--- src/hw/rtl/rf3_pkg.sv ---
// shared types, constants and register codes for the 3x3 rank filter
package rf3_pkg;

   localparam int MAX_WIDTH_DEF  = 2048;
   localparam int PIXEL_BITS_DEF = 8;

   localparam int WIN_SIZE = 9;
   localparam int MIN_IDX  = 0;
   localparam int MED_IDX  = 4;
   localparam int MAX_IDX  = 8;

   localparam int CFG_WIDTH_BITS  = 12;
   localparam int CFG_HEIGHT_BITS = 16;
   localparam int ROW_BITS        = CFG_HEIGHT_BITS + 1;
   localparam int CSR_INDEX_BITS  = 1;
   localparam int CSR_DATA_BITS   = 16;

   localparam logic [CFG_WIDTH_BITS-1:0]  WIDTH_RESET  = 12'd640;
   localparam logic [CFG_HEIGHT_BITS-1:0] HEIGHT_RESET = 16'd480;

   typedef enum logic [CSR_INDEX_BITS-1:0] {
      REG_FRAME_WIDTH  = 1'b0,
      REG_FRAME_HEIGHT = 1'b1
   } csr_index_type;

   typedef enum logic {
      OP_PIXEL = 1'b0,
      OP_FLUSH = 1'b1
   } opcode_type;

   // per-transaction control carried from the input register to the window stage
   typedef struct packed {
      logic col0;
      logic up_en;
      logic lo_en;
      logic emit;
      logic last;
   } ctl_type;

endpackage

--- src/hw/rtl/rf3_rank.sv ---
// nine-input sorting network giving minimum, median and maximum
module rf3_rank
   import rf3_pkg::*;
#(
   parameter int PIXEL_BITS = PIXEL_BITS_DEF
) (
   input  logic [PIXEL_BITS-1:0] hood [WIN_SIZE],
   output logic [PIXEL_BITS-1:0] med_value,
   output logic [PIXEL_BITS-1:0] max_value,
   output logic [PIXEL_BITS-1:0] min_value
);

   logic [PIXEL_BITS-1:0] s [WIN_SIZE];

   // odd-even transposition sort, one compare-exchange layer per pass
   always_comb begin
      logic [PIXEL_BITS-1:0] t;
      t = '0;
      for (int k = 0; k < WIN_SIZE; k++) begin
         s[k] = hood[k];
      end
      for (int p = 0; p < WIN_SIZE; p++) begin
         for (int i = p % 2; i + 1 < WIN_SIZE; i += 2) begin
            if (s[i] > s[i+1]) begin
               t      = s[i];
               s[i]   = s[i+1];
               s[i+1] = t;
            end
         end
      end
   end

   assign min_value = s[MIN_IDX];
   assign med_value = s[MED_IDX];
   assign max_value = s[MAX_IDX];

endmodule

--- config.mk ---
export PLATFORM = sky130hd
export DESIGN_NAME = rf3_rank
export DESIGN_NICKNAME = d
export VERILOG_FILES = /design/src/hw/rtl/rf3_pkg.sv /design/src/hw/rtl/rf3_rank.sv
export SDC_FILE = /design/constraint.sdc
export NUM_CORES = 1
export LEC_CHECK = 0
export BUFFER_PORTS_ARGS = -buffer_cell sky130_fd_sc_hd__clkbuf_2
export CORE_MARGIN = 5
export CORE_UTILIZATION = 30
export DETAILED_ROUTE_END_ITERATION = 10
export GPL_TIMING_DRIVEN = 0
export PLACE_DENSITY = 0.52
export SETUP_SLACK_MARGIN = 0.15
export SYNTH_ARGS = -nofsm -noshare
export SYNTH_HDL_FRONTEND = slang
export SYNTH_SLANG_ARGS = --single-unit
--- constraint.sdc ---
create_clock -name vclk -period 22.6
set_input_delay 1.13 -clock vclk [all_inputs]
set_output_delay 1.13 -clock vclk [all_outputs]
set_load 0.01 [all_outputs]
==> summary.md <==
| Metric | Value |
|---|---|
| Filler cell count in the final layout | `4711` |
| Final clock period utilization by the worst path | `0.9309` |
| Final Hold Viols | `0` |
| GRT overflow | `0` |
| Clock buffer count | `0` |
| Startpoint types | `input port` |
| Fraction of layout cells with a size suffix above 1 | `0.1756` |
| Number of sequential storage elements | `0` |
| Overall global routing resource usage | `0.1505` |
| Area of all sequential standard cells | `0 sq um` |
| Final GP Congestion | `0.8722` |
| Slowest CP cell | `mux2_2` |
| Setup violations, final | `0` |
| Maximum number of pins on one net before global-route repair | `11` |
| Die Y | `222.6 um` |
| Ys Warns | `0` |
| Placeable Area | `44410 sq um` |
| Unique cell type count in the Yosys netlist | `113` |
| Number of standard cells after synthesis | `1882` |
| Fraction of the core area covered by cells at the end of the flow | `0.3468` |
| Synthesized area divided by synthesized cell count | `7.203 sq um` |
| Crit end category | `primary output` |
| Max-slew violation count | `0` |
| Largest stage delay on the critical path | `0.38 ns` |
| Timing startpoint of the critical path | `hood[45]` |
| Via count of the first global-routing pass | `13130` |
| Area enclosed by the die boundary | `49540 sq um` |
| Tightest Hold Check Type | `in -> out` |
| Final std cell area, no fill | `15400 sq um` |
| Worst Setup Slack, final | `1.562 ns` |
| Wire length of the first global-routing pass | `64740 um` |
| Total via count after detailed routing | `13740` |
| Post-synthesis instance area | `13560 sq um` |
| Setup repair after global routing missed its margin | `no` |
| Average routed wire per standard cell | `15.54 um` |
| Area of the multi-input gates | `12890 sq um` |
| Sequential-to-total area share from yosys stat | `0` |
| Area delta synth->final | `13.61%` |
| Dpl cell area | `14780 sq um` |
| Timing-limited maximum frequency | `0.04753 GHz` |
| DRT iter0 DRCs | `638` |
| Endpoint required time on the critical path | `21.47 ns` |
| Shortest period the worst path allows | `21.04 ns` |
| Aggregate routed wire length | `40260 um` |
| Hold Crit Depth | `8` |
| Number of placed instances, taps included | `2570` |
| Initial antenna violation count | `0` |
| Mapped Nets | `2184` |
| Routed Antenna Nets | `0` |
| Status | `completed` |
| Dominant cell type by count on the critical path | `ha_1` |
| Count of nets after finishing | `2303` |
| # port buffers | `96` |
| Vias per inst | `5.305` |
| Drc violations | `0` |
| Standard-cell rows | `77` |
| I/O pin count | `96` |
| Worst relative slew slack | `0.3657` |
| Start-to-end type of the worst setup path | `in -> out` |
| Final std cells w/o fill | `2591` |
| Highest fanout seen on the critical path | `10` |
| Worst slack after detailed placement | `-1.641 ns` |
| Slew at the pin closest to its max-slew limit | `0.9515 ns` |
| Number of detailed-routing iterations run before antenna repair | `6` |
| CP arrival | `19.91 ns` |
| HPWL Detailed | `35120 um` |
| Initial core utilization | `0.3052` |
| Die W | `222.6 um` |
| Number of antenna repair diodes | `0` |
| Critical hold path startpoint | `hood[5]` |
| Number of max-cap violations | `0` |
through the flow:
| stage | hold slack [ns] | TNS, ns |
|---|---|---|
| after CTS | 3.337 | 0 |
| after floorplan | 2.853 | 0 |
| after global placement | 3.329 | -12.14 |
| final | 3.276 | 0 |
| after global routing | 3.457 | 0 |
| after detailed placement | 3.331 | -17.60 |
synthesized netlist by cell type (all sizes together), types with 4 or more instances:
cell type,number,share of area
and4,12,0.0079
buf,19,0.0093
a22oi,6,0.0037
a32o,5,0.0037
a211oi,13,0.0083
nor2b,37,0.017
clkbuf,27,0.0075
or2,13,0.0060
o21a,20,0.012
nor2,148,0.041
o41ai,5,0.0049
mux2i,215,0.16
maj3,7,0.0053
o211ai,19,0.012
nand3,37,0.014
nand4,21,0.010
a21oi,176,0.067
a311oi,6,0.0052
xnor2,17,0.011
nand2b,26,0.012
nor3,15,0.0059
o22ai,14,0.0084
o211a,4,0.0035
a21o,37,0.020
mux2,85,0.072
o21ai,147,0.056
and2,14,0.0066
o2bb2ai,6,0.0043
a2bb2oi,8,0.0056
and3,14,0.0065
o31a,6,0.0039
a32oi,6,0.0044
or3,8,0.0037
a21boi,6,0.0042
nand3b,6,0.0033
o221ai,4,0.0030
a31oi,11,0.0051
inv,221,0.061
ha,230,0.21
o31ai,7,0.0046
nand2,142,0.039
worst paths after layout:
kind | to | slack, ns
max | med_value[2] | 1.56
min | max_value[5] | 3.28
area by class of cell:
cell class	instances	share of cell area
multi-input combinational	1614	0.8370
buffer	46	0.01950
timing repair buffer	117	0.04127
tap	592	0.04809
inverter	222	0.05410
timing repair:
item                       in CTS  in global routing
hold buffers                    0                  0
resized for setup              27                107
pin swaps                       1                  6
buffers inserted                1                 19
gates cloned                    0                  1
setup endpoints to repair      16                 21
cells in the final DEF (no fill, tap or decap), types with 15 or more instances in the layout:
master    synthesis  final
nor2_1          148    145
mux2i_2           0     18
inv_1           221    221
nand3_1          37     37
buf_4             3     26
o21a_1           19     19
o21ai_1          21     20
mux2i_1         215    190
ha_1            230    230
clkbuf_2          0    103
nand4_1          20     20
nor2b_1          37     37
o21ai_0         122    118
a21oi_1         169    159
o211ai_1         15     15
mux2_2           77     77
xnor2_1          17     17
nand2_1         142    142
a21o_1           37     37
nand2b_1         26     26
kinds of logic after synthesis:
| kind of cell | count (synthesis) | synth area share |
|---|---|---|
| adder cells (fa/ha/maj) | 237 | 0.2175 |
| multiplexers | 301 | 0.2324 |
| buffers and inverters | 268 | 0.07827 |
| AND/OR/NAND/NOR | 505 | 0.1828 |
| AO/OA/AOI/OAI | 551 | 0.2761 |
| XOR/XNOR | 20 | 0.01292 |
per-layer routing:
layer	track usage	vias to the layer above	wire [um]
met2	0.2710	165	18990
met4	0.01383	0	381
met5	0	-	0
met1	0.2088	6395	20220
met3	0.003563	26	668
li1	-	7158	-
worst max-delay path: cells and delay by family:
family | cells | cell delay (ns)
compound gates | 39 | 7.65
simple gates | 21 | 2.99
buf+inv | 19 | 2.83
mux | 10 | 2.67
fa+ha+maj | 9 | 2.60
Power is not shown: default switching activity piles up to over one toggle a cycle in this logic, so the estimate is an artifact.
